**config.mk**
```make
export PLATFORM = sky130hd
export DESIGN_NAME = websocket_frame_deframer_core
export DESIGN_NICKNAME = d
export VERILOG_FILES = /design/src/hw/rtl/wsfd_pkg.sv /design/src/hw/rtl/wsfd_parser.sv /design/src/hw/rtl/wsfd_queue.sv /design/src/hw/rtl/websocket_frame_deframer_core.sv
export SDC_FILE = /design/constraint.sdc
export NUM_CORES = 1
export LEC_CHECK = 0
export BUFFER_PORTS_ARGS = -buffer_cell sky130_fd_sc_hd__buf_2
export CAP_MARGIN = 0
export CORE_ASPECT_RATIO = 2
export CORE_UTILIZATION = 24
export DETAILED_ROUTE_END_ITERATION = 8
export PLACE_DENSITY = 0.48
export SKIP_CTS_REPAIR_TIMING = 1
export SYNTH_ARGS = -nofsm -noshare
export SYNTH_HDL_FRONTEND = slang
export SYNTH_SLANG_ARGS = --single-unit
export TNS_END_PERCENT = 100
```
**constraint.sdc**
```tcl
create_clock -name clock -period 5.25 [get_ports clock]
set_input_delay 0.525 -clock clock [delete_from_list [all_inputs] [get_ports clock]]
set_output_delay 0.525 -clock clock [all_outputs]
set_load 0.02 [all_outputs]
```
**src/hw/rtl/wsfd_pkg.sv**
```systemverilog
`timescale 1ns / 1ps

package wsfd_pkg;

   typedef enum logic [2:0] {
      PH_HDR0    = 3'd0,
      PH_HDR1    = 3'd1,
      PH_EXTLEN  = 3'd2,
      PH_MASKKEY = 3'd3,
      PH_PAYLOAD = 3'd4
   } phase_type;

   localparam logic [3:0] OP_TEXT  = 4'h1;
   localparam logic [3:0] OP_CLOSE = 4'h8;
   localparam logic [3:0] OP_PING  = 4'h9;

   localparam logic [1:0] ACT_TEXT  = 2'd0;
   localparam logic [1:0] ACT_PING  = 2'd1;
   localparam logic [1:0] ACT_CLOSE = 2'd2;

   localparam logic [6:0] LEN_EXT16 = 7'd126;
   localparam logic [6:0] LEN_EXT64 = 7'd127;

   localparam logic [3:0] EXT16_BYTES = 4'd2;
   localparam logic [3:0] EXT64_BYTES = 4'd8;
   localparam logic [3:0] KEY_BYTES   = 4'd4;

   localparam int QUEUE_DEPTH = 4;
   localparam int QPTR_W      = $clog2(QUEUE_DEPTH);
   localparam int QCNT_W      = $clog2(QUEUE_DEPTH + 1);

   typedef struct packed {
      logic [1:0] action;
      logic [7:0] data_byte;
      logic       empty_frame;
      logic       last;
   } rsp_type;

endpackage

```
**src/hw/rtl/wsfd_parser.sv**
```systemverilog
`timescale 1ns / 1ps

module wsfd_parser (
   input  logic             clock,
   input  logic             reset,
   input  logic             byte_valid,
   input  logic [7:0]       rx_byte,
   output logic             rsp_valid,
   output wsfd_pkg::rsp_type rsp
);
   import wsfd_pkg::*;

   phase_type   phase_ff, phase_in;
   logic [3:0]  hdr_cnt_ff, hdr_cnt_in;
   logic [3:0]  opcode_ff, opcode_in;
   logic        mask_ff, mask_in;
   logic [63:0] remain_ff, remain_in;
   logic [31:0] key_ff, key_in;
   logic [1:0]  midx_ff, midx_in;
   logic        closed_ff, closed_in;

   logic        len_done;
   logic        hdr_done;
   logic        pay_step;
   logic        fin;
   logic        no_payload;
   logic [7:0]  key_byte;
   logic [7:0]  plain;

   assign fin        = (remain_ff == 64'd1);
   assign no_payload = (remain_in == 64'd0);

   // Next state of the parser.
   always_comb begin
      phase_in   = phase_ff;
      hdr_cnt_in = hdr_cnt_ff;
      opcode_in  = opcode_ff;
      mask_in    = mask_ff;
      remain_in  = remain_ff;
      key_in     = key_ff;
      midx_in    = midx_ff;
      closed_in  = closed_ff;
      len_done   = 1'b0;
      hdr_done   = 1'b0;
      pay_step   = 1'b0;
      if (byte_valid && !closed_ff) begin
         case (phase_ff)
            PH_HDR1: begin
               mask_in = rx_byte[7];
               if (rx_byte[6:0] == LEN_EXT16 || rx_byte[6:0] == LEN_EXT64) begin
                  remain_in  = 64'd0;
                  hdr_cnt_in = (rx_byte[6:0] == LEN_EXT16) ? EXT16_BYTES : EXT64_BYTES;
                  phase_in   = PH_EXTLEN;
               end else begin
                  remain_in = {57'd0, rx_byte[6:0]};
                  len_done  = 1'b1;
               end
            end
            PH_EXTLEN: begin
               remain_in  = {remain_ff[55:0], rx_byte};
               hdr_cnt_in = hdr_cnt_ff - 4'd1;
               len_done   = (hdr_cnt_in == 4'd0);
            end
            PH_MASKKEY: begin
               key_in     = {key_ff[23:0], rx_byte};
               hdr_cnt_in = hdr_cnt_ff - 4'd1;
               hdr_done   = (hdr_cnt_in == 4'd0);
            end
            PH_PAYLOAD: begin
               pay_step  = 1'b1;
               midx_in   = midx_ff + 2'd1;
               remain_in = remain_ff - 64'd1;
               if (fin) begin
                  phase_in = PH_HDR0;
                  if (opcode_ff == OP_CLOSE) begin
                     closed_in = 1'b1;
                  end
               end
            end
            default: begin
               opcode_in = rx_byte[3:0];
               phase_in  = PH_HDR1;
            end
         endcase

         if (len_done) begin
            if (mask_in) begin
               phase_in   = PH_MASKKEY;
               hdr_cnt_in = KEY_BYTES;
            end else begin
               hdr_done = 1'b1;
            end
         end

         if (hdr_done) begin
            midx_in = 2'd0;
            if (no_payload) begin
               phase_in = PH_HDR0;
               if (opcode_ff == OP_CLOSE) begin
                  closed_in = 1'b1;
               end
            end else begin
               phase_in = PH_PAYLOAD;
            end
         end
      end
   end

   always_comb begin
      case (midx_ff)
         2'd0:    key_byte = key_ff[31:24];
         2'd1:    key_byte = key_ff[23:16];
         2'd2:    key_byte = key_ff[15:8];
         default: key_byte = key_ff[7:0];
      endcase
   end

   assign plain = mask_ff ? (rx_byte ^ key_byte) : rx_byte;

   // Result produced by the accepted byte, if any.
   always_comb begin
      rsp_valid = 1'b0;
      rsp       = '0;
      if (hdr_done && no_payload) begin
         case (opcode_ff)
            OP_TEXT: begin
               rsp_valid = 1'b1;
               rsp       = '{action: ACT_TEXT, data_byte: 8'd0, empty_frame: 1'b1, last: 1'b1};
            end
            OP_PING: begin
               rsp_valid = 1'b1;
               rsp       = '{action: ACT_PING, data_byte: 8'd0, empty_frame: 1'b1, last: 1'b1};
            end
            OP_CLOSE: begin
               rsp_valid = 1'b1;
               rsp       = '{action: ACT_CLOSE, data_byte: 8'd0, empty_frame: 1'b0, last: 1'b1};
            end
            default: begin
               rsp_valid = 1'b0;
            end
         endcase
      end else if (pay_step) begin
         case (opcode_ff)
            OP_TEXT: begin
               rsp_valid = 1'b1;
               rsp       = '{action: ACT_TEXT, data_byte: plain, empty_frame: 1'b0, last: fin};
            end
            OP_PING: begin
               rsp_valid = 1'b1;
               rsp       = '{action: ACT_PING, data_byte: plain, empty_frame: 1'b0, last: fin};
            end
            OP_CLOSE: begin
               rsp_valid = fin;
               rsp       = '{action: ACT_CLOSE, data_byte: 8'd0, empty_frame: 1'b0, last: 1'b1};
            end
            default: begin
               rsp_valid = 1'b0;
            end
         endcase
      end
   end

   always_ff @(posedge clock) begin
      if (reset) begin
         phase_ff   <= PH_HDR0;
         hdr_cnt_ff <= 4'd0;
         opcode_ff  <= 4'd0;
         mask_ff    <= 1'b0;
         remain_ff  <= 64'd0;
         key_ff     <= 32'd0;
         midx_ff    <= 2'd0;
         closed_ff  <= 1'b0;
      end else begin
         phase_ff   <= phase_in;
         hdr_cnt_ff <= hdr_cnt_in;
         opcode_ff  <= opcode_in;
         mask_ff    <= mask_in;
         remain_ff  <= remain_in;
         key_ff     <= key_in;
         midx_ff    <= midx_in;
         closed_ff  <= closed_in;
      end
   end

endmodule

```
**src/hw/rtl/wsfd_queue.sv**
```systemverilog
`timescale 1ns / 1ps

module wsfd_queue (
   input  logic             clock,
   input  logic             reset,
   input  logic             wr_en,
   input  wsfd_pkg::rsp_type wr_data,
   output logic             full,
   output logic             empty,
   input  logic             pop,
   output wsfd_pkg::rsp_type head
);
   import wsfd_pkg::*;

   rsp_type             slot_ff [QUEUE_DEPTH];
   logic [QPTR_W-1:0]   wr_ptr_ff, wr_ptr_in;
   logic [QPTR_W-1:0]   rd_ptr_ff, rd_ptr_in;
   logic [QCNT_W-1:0]   count_ff, count_in;
   logic                do_wr;
   logic                do_rd;

   assign full  = (count_ff == QCNT_W'(QUEUE_DEPTH));
   assign empty = (count_ff == '0);
   assign do_wr = wr_en && !full;
   assign do_rd = pop && !empty;
   assign head  = slot_ff[rd_ptr_ff];

   always_comb begin
      wr_ptr_in = do_wr ? wr_ptr_ff + QPTR_W'(1) : wr_ptr_ff;
      rd_ptr_in = do_rd ? rd_ptr_ff + QPTR_W'(1) : rd_ptr_ff;
      count_in  = count_ff + QCNT_W'(do_wr) - QCNT_W'(do_rd);
   end

   always_ff @(posedge clock) begin
      if (do_wr) begin
         slot_ff[wr_ptr_ff] <= wr_data;
      end
   end

   always_ff @(posedge clock) begin
      if (reset) begin
         wr_ptr_ff <= '0;
         rd_ptr_ff <= '0;
         count_ff  <= '0;
      end else begin
         wr_ptr_ff <= wr_ptr_in;
         rd_ptr_ff <= rd_ptr_in;
         count_ff  <= count_in;
      end
   end

endmodule

```
**src/hw/rtl/websocket_frame_deframer_core.sv**
```systemverilog
`timescale 1ns / 1ps
// Receive-side WebSocket frame parser. Bytes of the frame stream go in on
// the input queue port: a transfer happens on a clock edge with push high
// and full low. Frame headers are parsed, payload bytes are unmasked, and
// text and ping payload bytes, empty-frame markers and the close notice
// come out on the result queue port, one transfer per edge with pop high
// and empty low. The oldest result stays on the rsp_ ports while empty is
// low.
// One byte is taken every cycle while full is low. A result written by a
// byte is visible the cycle after its transfer, from a four-entry result
// queue that sits between the parser and the output. When the receiver
// stops popping, the queue fills and full holds off further bytes; header
// bytes and bytes of other opcodes still need a free entry to be taken.
// After a close frame every further byte is accepted and dropped until
// reset. Synchronous reset returns the parser to the start of a frame and
// empties the queue; both are ready in the first cycle after reset.
module websocket_frame_deframer_core (
   input  logic       clock,
   input  logic       reset,
   input  logic       push,
   output logic       full,
   input  logic [7:0] req_rx_byte,
   output logic       empty,
   input  logic       pop,
   output logic [1:0] rsp_action,
   output logic [7:0] rsp_data_byte,
   output logic       rsp_empty_frame,
   output logic       rsp_last
);
   import wsfd_pkg::*;

   logic    byte_valid;
   logic    res_valid;
   rsp_type res;
   rsp_type head;

   assign byte_valid = push && !full;

   wsfd_parser u_parser (
      .clock      (clock),
      .reset      (reset),
      .byte_valid (byte_valid),
      .rx_byte    (req_rx_byte),
      .rsp_valid  (res_valid),
      .rsp        (res)
   );

   wsfd_queue u_queue (
      .clock   (clock),
      .reset   (reset),
      .wr_en   (res_valid),
      .wr_data (res),
      .full    (full),
      .empty   (empty),
      .pop     (pop),
      .head    (head)
   );

   assign rsp_action      = head.action;
   assign rsp_data_byte   = head.data_byte;
   assign rsp_empty_frame = head.empty_frame;
   assign rsp_last        = head.last;

endmodule

```
* Yosys cells after proc, flatten, opt, wreduce, memory -nomap -nowiden
Memories as Yosys holds them, arrays and structs flattened. A register that Yosys moved wholly into a read port is not among the register bits.
Cells that the tools add are included.
** Cells by class
- $add $sub $neg :: 7
- Equality and inequality tests :: 13
- Multiplexer cells :: 49
- Bitwise gates (word level) :: 2
- Reductions and logical operators :: 21
** Operator list (number)
- case mux 64 bit (3 select lines) :: 1
- case mux 12 bit (3 select lines) :: 2
- equality test 64 x 1 -> 1 bit, second input constant :: 1
- logical NOT 64 bit :: 1
- two-way mux 64 bit :: 1
- subtractor 64 x 1 -> 64 bit, second input constant :: 1
- two-way mux 12 bit :: 2
- case mux 8 bit (3 select lines) :: 1
- two-way mux 1 bit :: 22
- two-way mux 3 bit :: 6
- two-way mux 4 bit :: 4
- equality test 7 bit, second input constant :: 2
- case mux 3 bit (3 select lines) :: 1
- equality test 4 bit, second input constant :: 2
- two-way mux 2 bit :: 4
- two-way mux 8 bit :: 1
- case mux 4 bit (2 select lines) :: 1
- XOR 8 bit :: 1
- two-way mux 7 bit :: 1
- adder 2 x 1 -> 2 bit, second input constant :: 3
- equality test 3 x 2 -> 1 bit, second input constant :: 2
- equality test 3 bit, second input constant :: 2
- AND reduction 2 bit :: 3
- logical AND 1 bit :: 5
- other kinds (18) :: 22
** Storage, ports and cells
- Flip-flop bits (word level) :: 118
- Bits in writable memories :: 48
- Output and inout bits :: 14
- Memories :: 1
** Memories
- u_queue.slot_ff :: depth 4, bits a word 12, read ports 1, clocked after Yosys merged registers in 1, write ports 1, line wsfd_queue.sv:15 : rsp_type slot_ff [QUEUE_DEPTH];

* Longest topological paths before layout
Gate-level depths: netlist of run 1.
- Depth after elaboration :: 14
- Mapped depth :: 20
- Gate-level depth less buffers :: 19

* By module
From an unflattened synthesis of run 1, not the netlist that was laid out.
** Second synthesis, totals
- Cell total of the unflattened synthesis :: 1260
- Area total of the unflattened synthesis :: 10421.2 um^2
** Modules (own cells, without submodules)
- wsfd_parser :: times used 1, cells an instance 1146, area each 8176.6 um^2
- wsfd_queue :: times used 1, cells an instance 113, area each 2230.9 um^2
- websocket_frame_deframer_core :: times used 1, cells an instance 1, area each 13.8 um^2

* Worst setup path before layout of run 1
Ideal clock, no wire load.
- Kind :: flip-flop to flip-flop
- Start point :: register u_parser.remain_ff[38]
- End point :: register u_queue.count_ff[2]
- Setup time :: 0.128 ns
- Arrival :: 4.160 ns
- Path slack :: 0.962 ns
- Cell stages (with the launch flop) :: 20
- Buffers on the path :: 2
- Period minus slack after synthesis :: 4.288 ns
- Path through :: dfxtp_1 > clkbuf_1 > nor4_1 > nand4_1 > or2_0 > clkbuf_1 > nor4_1 > mux2_2 > a222oi_1 > nand4_1 > nor4_4 > nand3_2 > o21ai_2 > o21a_4 > ha_1 > inv_1 > fa_1 > xor2_1 > xnor2_1 > nor2_1
** On the way
- Longest elaborated chain between the ends :: 9
** Ends and longest elaborated chain
- start, declared :: line wsfd_parser.sv:17 : logic [63:0] remain_ff, remain_in;
- start signal, assigned :: line wsfd_parser.sv:178 : remain_ff <= remain_in;
- subtractor 64 x 1 -> 64 bit :: line wsfd_parser.sv:72 : remain_in = remain_ff - 64'd1;
- case mux 64 bit (3 select lines) :: line wsfd_parser.sv:47 : case (phase_ff)
- two-way mux 64 bit :: line wsfd_parser.sv:46 : if (byte_valid && !closed_ff) begin
- logical NOT 64 bit :: line wsfd_parser.sv:31 : assign no_payload = (remain_in == 64'd0);
- logical AND 1 bit :: line wsfd_parser.sv:124 : if (hdr_done && no_payload) begin
- two-way mux 1 bit (*) :: line wsfd_parser.sv:124
- logical AND 1 bit (*) :: line wsfd_queue.sv:24 : assign do_wr = wr_en && !full;
- net u_queue.do_wr :: line wsfd_queue.sv:19 : logic do_wr;
- adder 3 x 1 -> 3 bit (*) :: line wsfd_queue.sv:31 : count_in = count_ff + QCNT_W'(do_wr) - QCNT_W'(do_rd);
- subtractor 3 x 1 -> 3 bit (*) :: line wsfd_queue.sv:31
- end signal, assigned :: line wsfd_queue.sv:48 : count_ff <= count_in;
- end, declared :: line wsfd_queue.sv:18 : logic [QCNT_W-1:0] count_ff, count_in;
Mark *: on every way through the listed nets, which the timed path passes. The rest lies on a longest branch.
A chain may end at the register's enable or synchronous reset.

* Worst setup path in the final report of run 1
- Start point :: register u_parser.remain_ff[10]
- End point :: register u_queue.count_ff[2]
The elaborated chain is that of the path after synthesis.

==> results of run 1 <==
[critical path, stage by stage (launching register included)]
cell,delay [ns]
dfxtp_1,0.36
nor2_1,0.45
nand4_1,0.44
or3_1,0.60
buf_4,0.22
o311ai_2,0.29
nand3_1,0.17
a2111oi_0,0.53
nand4_1,0.26
nor4_4,0.31
nand3_2,0.16
o21ai_2,0.11
o21a_4,0.14
ha_1,0.14
inv_1,0.05
fa_1,0.36
xor2_1,0.18
xnor2_1,0.13
nor2_1,0.06
[cells in the final DEF (no fill, tap or decap), types with 25 or more instances in the layout]
master and count:
nand2_1 153, o21ai_0 53, nand3_1 26, edfxtp_1 48
nor2b_1 28, dfxtp_1 120, a21oi_1 88, nor4_1 32
buf_4 130, nor3_1 42, buf_2 25, nor2_1 122
[sequential cells by signal (all words and copies together), names as in the netlist, named ones only]
signal and count:
u_parser.hdr_cnt_ff 4, u_parser.remain_ff 64, u_parser.midx_ff 2, u_queue.count_ff 3, u_parser.phase_ff 3, u_queue.rd_ptr_ff 2
u_parser.mask_ff 1, u_parser.opcode_ff 4, u_parser.closed_ff 1, u_queue.wr_ptr_ff 2, u_parser.key_ff 32, u_queue.slot_ff 48
[how the worst max path moves through the flow]
stage                               end                    from
floorplan           u_queue.count_ff[2]  u_parser.remain_ff[38]
CTS                 u_queue.count_ff[2]   u_parser.remain_ff[4]
global route        u_queue.count_ff[2]  u_parser.remain_ff[10]
detailed placement  u_queue.count_ff[2]   u_parser.remain_ff[4]
global placement    u_queue.count_ff[2]   u_parser.remain_ff[8]
finish              u_queue.count_ff[2]  u_parser.remain_ff[10]
[metrics by stage]
step           setup slack (ns)  cells  utilization [%]  total power (uW)  cell area (sq um)
6_report                  0.143   1811             29.6              5270              12000
5_1_grt                  0.0660   1811             29.6              5480              12000
4_1_cts                  0.0757   1808             29.5              5210              12000
3_5_place_dp              0.112   1776             28.0              3860              11300
3_3_place_gp             0.0776   1776             28.0              3880              11300
2_1_floorplan             0.962   1178                -              2810               9890
[layer usage]
layer | global-route usage, % | share of wire (%) | vias up
met2 | 40.6 | 55 | 425
met4 | 16.1 | 7.9 | 0
met5 | 0 | 0 | -
li1 | - | - | 4565
met1 | 19.1 | 33 | 4925
met3 | 3.17 | 4.1 | 171
[power by group]
part	switching, uW	internal [uW]	leakage (uW)
clock	635	704	0.000300
sequential	91.1	1380	0.00141
combinational	1510	954	0.00280
[cell families (layout without fill, tap and decap cells)]
logic type | Yosys count | in the layout | synth area share (%)
muxes | 25 | 25 | 4.12
adders and majority gates | 15 | 15 | 1.97
xor gates and xnor gates | 19 | 19 | 1.68
DFF | 168 | 168 | 38.9
and+or+nand+nor | 554 | 554 | 29.2
buffers and inverters | 107 | 210 | 4.43
AOI/OAI and AO/OA | 290 | 290 | 19.7
[final cells by class]
type	instances	area, sq um
clock buffer	19	453
clock inverter	13	150
multi-input combinational	903	5630
fill	4311	28500
inverter	20	75.1
tap	530	663
timing repair buffer	158	1160
sequential	168	3840
==> flow_metrics.env, run 1 <==
export IMPL_whs_path_depth=3
export IMPL_final_antenna_net_count=0
export IMPL_synth_area_top_cells="dfxtp_1 (24%), edfxtp_1 (15%), nand2_1 (5.8%)"
export IMPL_num_rows=104
export IMPL_status="finished, final reports clean"
export IMPL_port_buffers=25
export IMPL_dr_pass1_iters=7
export IMPL_die_height_um=289
export IMPL_drv_slew=0
export IMPL_synth_common_cells="nand2_1 (153), nor2_1 (124), dfxtp_1 (120)"
export IMPL_hold_path_endpoint="u_parser.key_ff[2]"
export IMPL_syn_to_final_growth_pct=21.1
export IMPL_tns_ns=0
export IMPL_seq_area_frac_synth_pct=38.9
export IMPL_async_flop_share_pct=0
export IMPL_reg2reg_depth=18
export IMPL_die_area_sq_mm=0.0421
export IMPL_setup_viol=0
export IMPL_syn_num_nets=1205
export IMPL_syn_avg_cell_area_sq_um=8.40
export IMPL_p_per_area_mw_per_mm2=440
export IMPL_routed_wl_um=42800
export IMPL_worstHoldStart="req_rx_byte[2]"
export IMPL_max_slew_margin_pct=31.2
export IMPL_synthFlopType="dfxtp_1"
export IMPL_r2r_slack_ns=0.14
export IMPL_clk_latency_ns=0.46
export IMPL_critPathArrivalTime_ns=5.41
export IMPL_rsz0062_at_grt="false"
export IMPL_grt_pass1_wl_um=64100
export IMPL_dp_hpwl_um=31800
export IMPL_yosysMostFrequentCell="nand2_1"
export IMPL_drt_iter0_drc=890
export IMPL_period_needed_ns=5.11
export IMPL_holdWs_ns=0.379
export IMPL_root_buffer="clkbuf_16"
export IMPL_path_max_fanout=6
export IMPL_ys_seq_elements=168
export IMPL_ioPinCount=26
export IMPL_yosysTopAreaCell="dfxtp_1"
export IMPL_critPathCaptureType="register"
export IMPL_vias_per_cell=5.57
export IMPL_timing_rr_start="u_parser.remain_ff[10]"
export IMPL_grt_total_usage_pct=20.8
export IMPL_cts_clk_slew_worst_paths_ns=0.07
export IMPL_yosysWarnings=0
export IMPL_drive_above_1_share_pct=19.4
export IMPL_synthCells=1178
export IMPL_wl_per_cell_um=23.7
export IMPL_path_class="register to register"
export IMPL_grt_overflow=0
export IMPL_gp_congestion=1.04
export IMPL_antenna_found_initial=0
export IMPL_cp_required_ns=5.56
export IMPL_num_vias=10100
export IMPL_core_area_sq_mm=0.0405
export IMPL_diodes=0
export IMPL_cts_sinks=168
export IMPL_vdd_drop_max_uv=194
export IMPL_grt_max_degree=86
export IMPL_cap_violations=0
export IMPL_hold_path_class="input pin to register"
export IMPL_final_net_count=1295
export IMPL_tritoncts="built"
export IMPL_start_util_pct=24.4
export IMPL_r2r_end="u_queue.count_ff[2]"
export IMPL_worst_setup_path_start_kind="register"
export IMPL_syn_cell_area_sq_mm=0.00989
export IMPL_clock_skew_final_ns=0.0104
export IMPL_worst_slew_pin_slew_ns=1.02
export IMPL_first_global_vias=10200
export IMPL_drc=0
export IMPL_htreeDepth=4
export IMPL_finalHoldViolCount=0
export IMPL_numCtsBuffers=17
export IMPL_finalCritPeriodShare_pct=97.3
export IMPL_synth_edff_count=48
export IMPL_clk_path_buf_depth=2
export IMPL_synth_cell_types=92
export IMPL_synth_top_area_share_pct=24.3
export IMPL_die_w_um=146
export IMPL_fmax_mhz=196
export IMPL_power_leakage_uw=0.00451
Note: power is estimated with default switching activity, not from simulation.
==> inputs of run 2 (changes only) <==
--- a/config.mk
+++ b/config.mk
@@ -10,7 +10,7 @@
 export CORE_ASPECT_RATIO = 2
 export CORE_UTILIZATION = 24
 export DETAILED_ROUTE_END_ITERATION = 8
-export PLACE_DENSITY = 0.48
+export PLACE_DENSITY_LB_ADDON = 0.12
 export SKIP_CTS_REPAIR_TIMING = 1
 export SYNTH_ARGS = -nofsm -noshare
 export SYNTH_HDL_FRONTEND = slang
==> run 2 against run 1 <==
Net effect:
- register-to-register slack better by 0.17 ns
- count of clock-buffer cells in the layout is 2 lower
- global-route usage grew 1.0 points
- via count down 1.1%
- non-clock buffer count rose by 12
- flip-flop and latch count unchanged
- critical endpoint unchanged
- highest routed layer unchanged
==> flow_metrics.env, run 2 (synthesized netlist as in run 1, its figures left out) <==
export IMPL_drc=0
export IMPL_pre_cts_ws_ns=0.131
export IMPL_r2r_slack_ns=0.31
export IMPL_tns_ns=0
export IMPL_num_rows=104
export IMPL_port_buffers=25
export IMPL_vdd_drop_max_uv=182
export IMPL_syn_to_final_growth_pct=22.3
export IMPL_dr_pass1_iters=7
export IMPL_hold_path_class="input pin to register"
export IMPL_path_class="register to register"
export IMPL_final_common_cell="nand2_1"
export IMPL_grt_pass1_wl_um=66600
export IMPL_reg_top3="u_parser.remain_ff: 64 flops, u_queue.slot_ff: 48 flops, u_parser.key_ff: 32 flops"
export IMPL_clk_latency_ns=0.46
export IMPL_setup_viol=0
export IMPL_dp_hpwl_um=34700
export IMPL_worst_setup_path_start_kind="register"
export IMPL_critPathArrivalTime_ns=5.25
export IMPL_htreeDepth=4
export IMPL_grt_max_degree=77
export IMPL_final_core_util_pct=29.9
export IMPL_largest_reg_flops=64
export IMPL_num_vias=9973
export IMPL_gp_congestion=0.928
export IMPL_crit_end="u_queue.count_ff[2]"
export IMPL_numCtsBuffers=17
export IMPL_p_per_area_mw_per_mm2=439
export IMPL_path_max_fanout=9
export IMPL_cp_startpoint="u_parser.remain_ff[1]"
export IMPL_antenna_found_initial=0
export IMPL_holdWs_ns=0.391
export IMPL_die_area_sq_mm=0.0421
export IMPL_cts_clk_slew_worst_paths_ns=0.07
export IMPL_vias_per_cell=5.47
export IMPL_reg2reg_depth=21
export IMPL_cts_sinks=168
export IMPL_num_fill_cells=4357
export IMPL_max_slew_margin_pct=36.0
export IMPL_fin_ws_ns=0.310
export IMPL_critPathCaptureType="register"
export IMPL_die_w_um=146
export IMPL_fmax_mhz=202
export IMPL_ioPinCount=26
export IMPL_clk_path_buf_depth=2
export IMPL_final_net_count=1307
export IMPL_drive_above_1_share_pct=20.3
export IMPL_drt_iter0_drc=676
export IMPL_die_height_um=289
export IMPL_wl_per_cell_um=24.6
export IMPL_drv_slew=0
export IMPL_cap_violations=0
export IMPL_rsz0062_at_grt="false"
export IMPL_core_area_sq_mm=0.0405
export IMPL_cp_required_ns=5.56
export IMPL_finalCritPeriodShare_pct=94.1
export IMPL_regMostFlops="u_parser.remain_ff"
export IMPL_diodes=0
export IMPL_final_antenna_net_count=0
export IMPL_grt_overflow=0
export IMPL_timing_rr_start="u_parser.remain_ff[1]"
export IMPL_clock_skew_final_ns=0.0112
export IMPL_worst_slew_pin_slew_ns=0.951
export IMPL_power_leakage_uw=0.00458
export IMPL_final_cell_mix="nand2_1 (152), buf_4 (142), nor2_1 (122), dfxtp_1 (120), a21oi_1 (88)"
export IMPL_routed_wl_um=44900
export IMPL_root_buffer="clkbuf_16"
export IMPL_first_global_vias=10100
export IMPL_period_needed_ns=4.94
export IMPL_grt_total_usage_pct=21.8
export IMPL_place_inst=1789
export IMPL_r2r_end="u_queue.count_ff[2]"
export IMPL_instances_no_fill=1823
export IMPL_status="finished, final reports clean"
export IMPL_finalHoldViolCount=0
export IMPL_start_util_pct=24.4
export IMPL_tritoncts="built"
-- run 2: cell type report --
type	instances	area, sq um	area share [%]
Multi-Input combinational cell	903	5650	46.7
Sequential cell	168	3840	31.8
Timing Repair Buffer	170	1270	10.5
Tap cell	530	663	5.48
Clock buffer	17	425	3.52
Clock inverter	15	176	1.46
Inverter	20	75.1	0.621
-- run 2: worst min path at each step --
stage,slack (ns),end,startpoint,depth (start not counted)
3_3_place_gp,0.44,u_parser.key_ff[26],u_parser.key_ff[26],2
3_5_place_dp,0.45,u_parser.key_ff[24],u_parser.key_ff[24],2
4_1_cts,0.37,u_parser.key_ff[4],req_rx_byte[4],3
2_1_floorplan,0.43,u_parser.closed_ff,u_parser.closed_ff,2
6_report,0.39,u_parser.key_ff[4],req_rx_byte[4],3
5_1_grt,0.41,u_parser.key_ff[4],req_rx_byte[4],3
-- run 2: critical path, cell delays in order, from the launching register on --
cell and delay [ns]:
dfxtp_1 0.33, inv_1 0.07, ha_1 0.16, buf_4 0.13, or3b_2 0.60, nor4_1 0.27, and4_1 0.46, a21oi_1 0.11
nor3_1 0.46, and3_1 0.24, nand4_1 0.16, buf_4 0.21, nor4_4 0.29, nand3_2 0.14, o21ai_2 0.10, o21a_4 0.14
ha_1 0.14, inv_1 0.05, fa_1 0.37, xor2_1 0.17, xnor2_1 0.14, nor2_1 0.05
-- run 2: power breakdown --
part / internal (uW) / leakage (uW) / switching (uW)
Combinational: 986 / 0.00287 / 1530
Sequential: 1380 / 0.00141 / 95.5
Clock: 650 / 0.000296 / 672
-- run 2: metrics by stage --
stage	total power, uW	area (sq um)
6_report	5310	12100
3_3_place_gp	3970	11500
4_1_cts	5300	12100
5_1_grt	5560	12100
3_5_place_dp	3960	11500
2_1_floorplan	2810	9890
-- run 2: per-layer routing --
layer,GRT usage [%],wire length (um),vias up
met5,0,0,-
met4,18.1,3890,0
met3,2.83,1530,151
met2,42.5,24600,359
met1,20.0,14900,4871
li1,-,-,4592
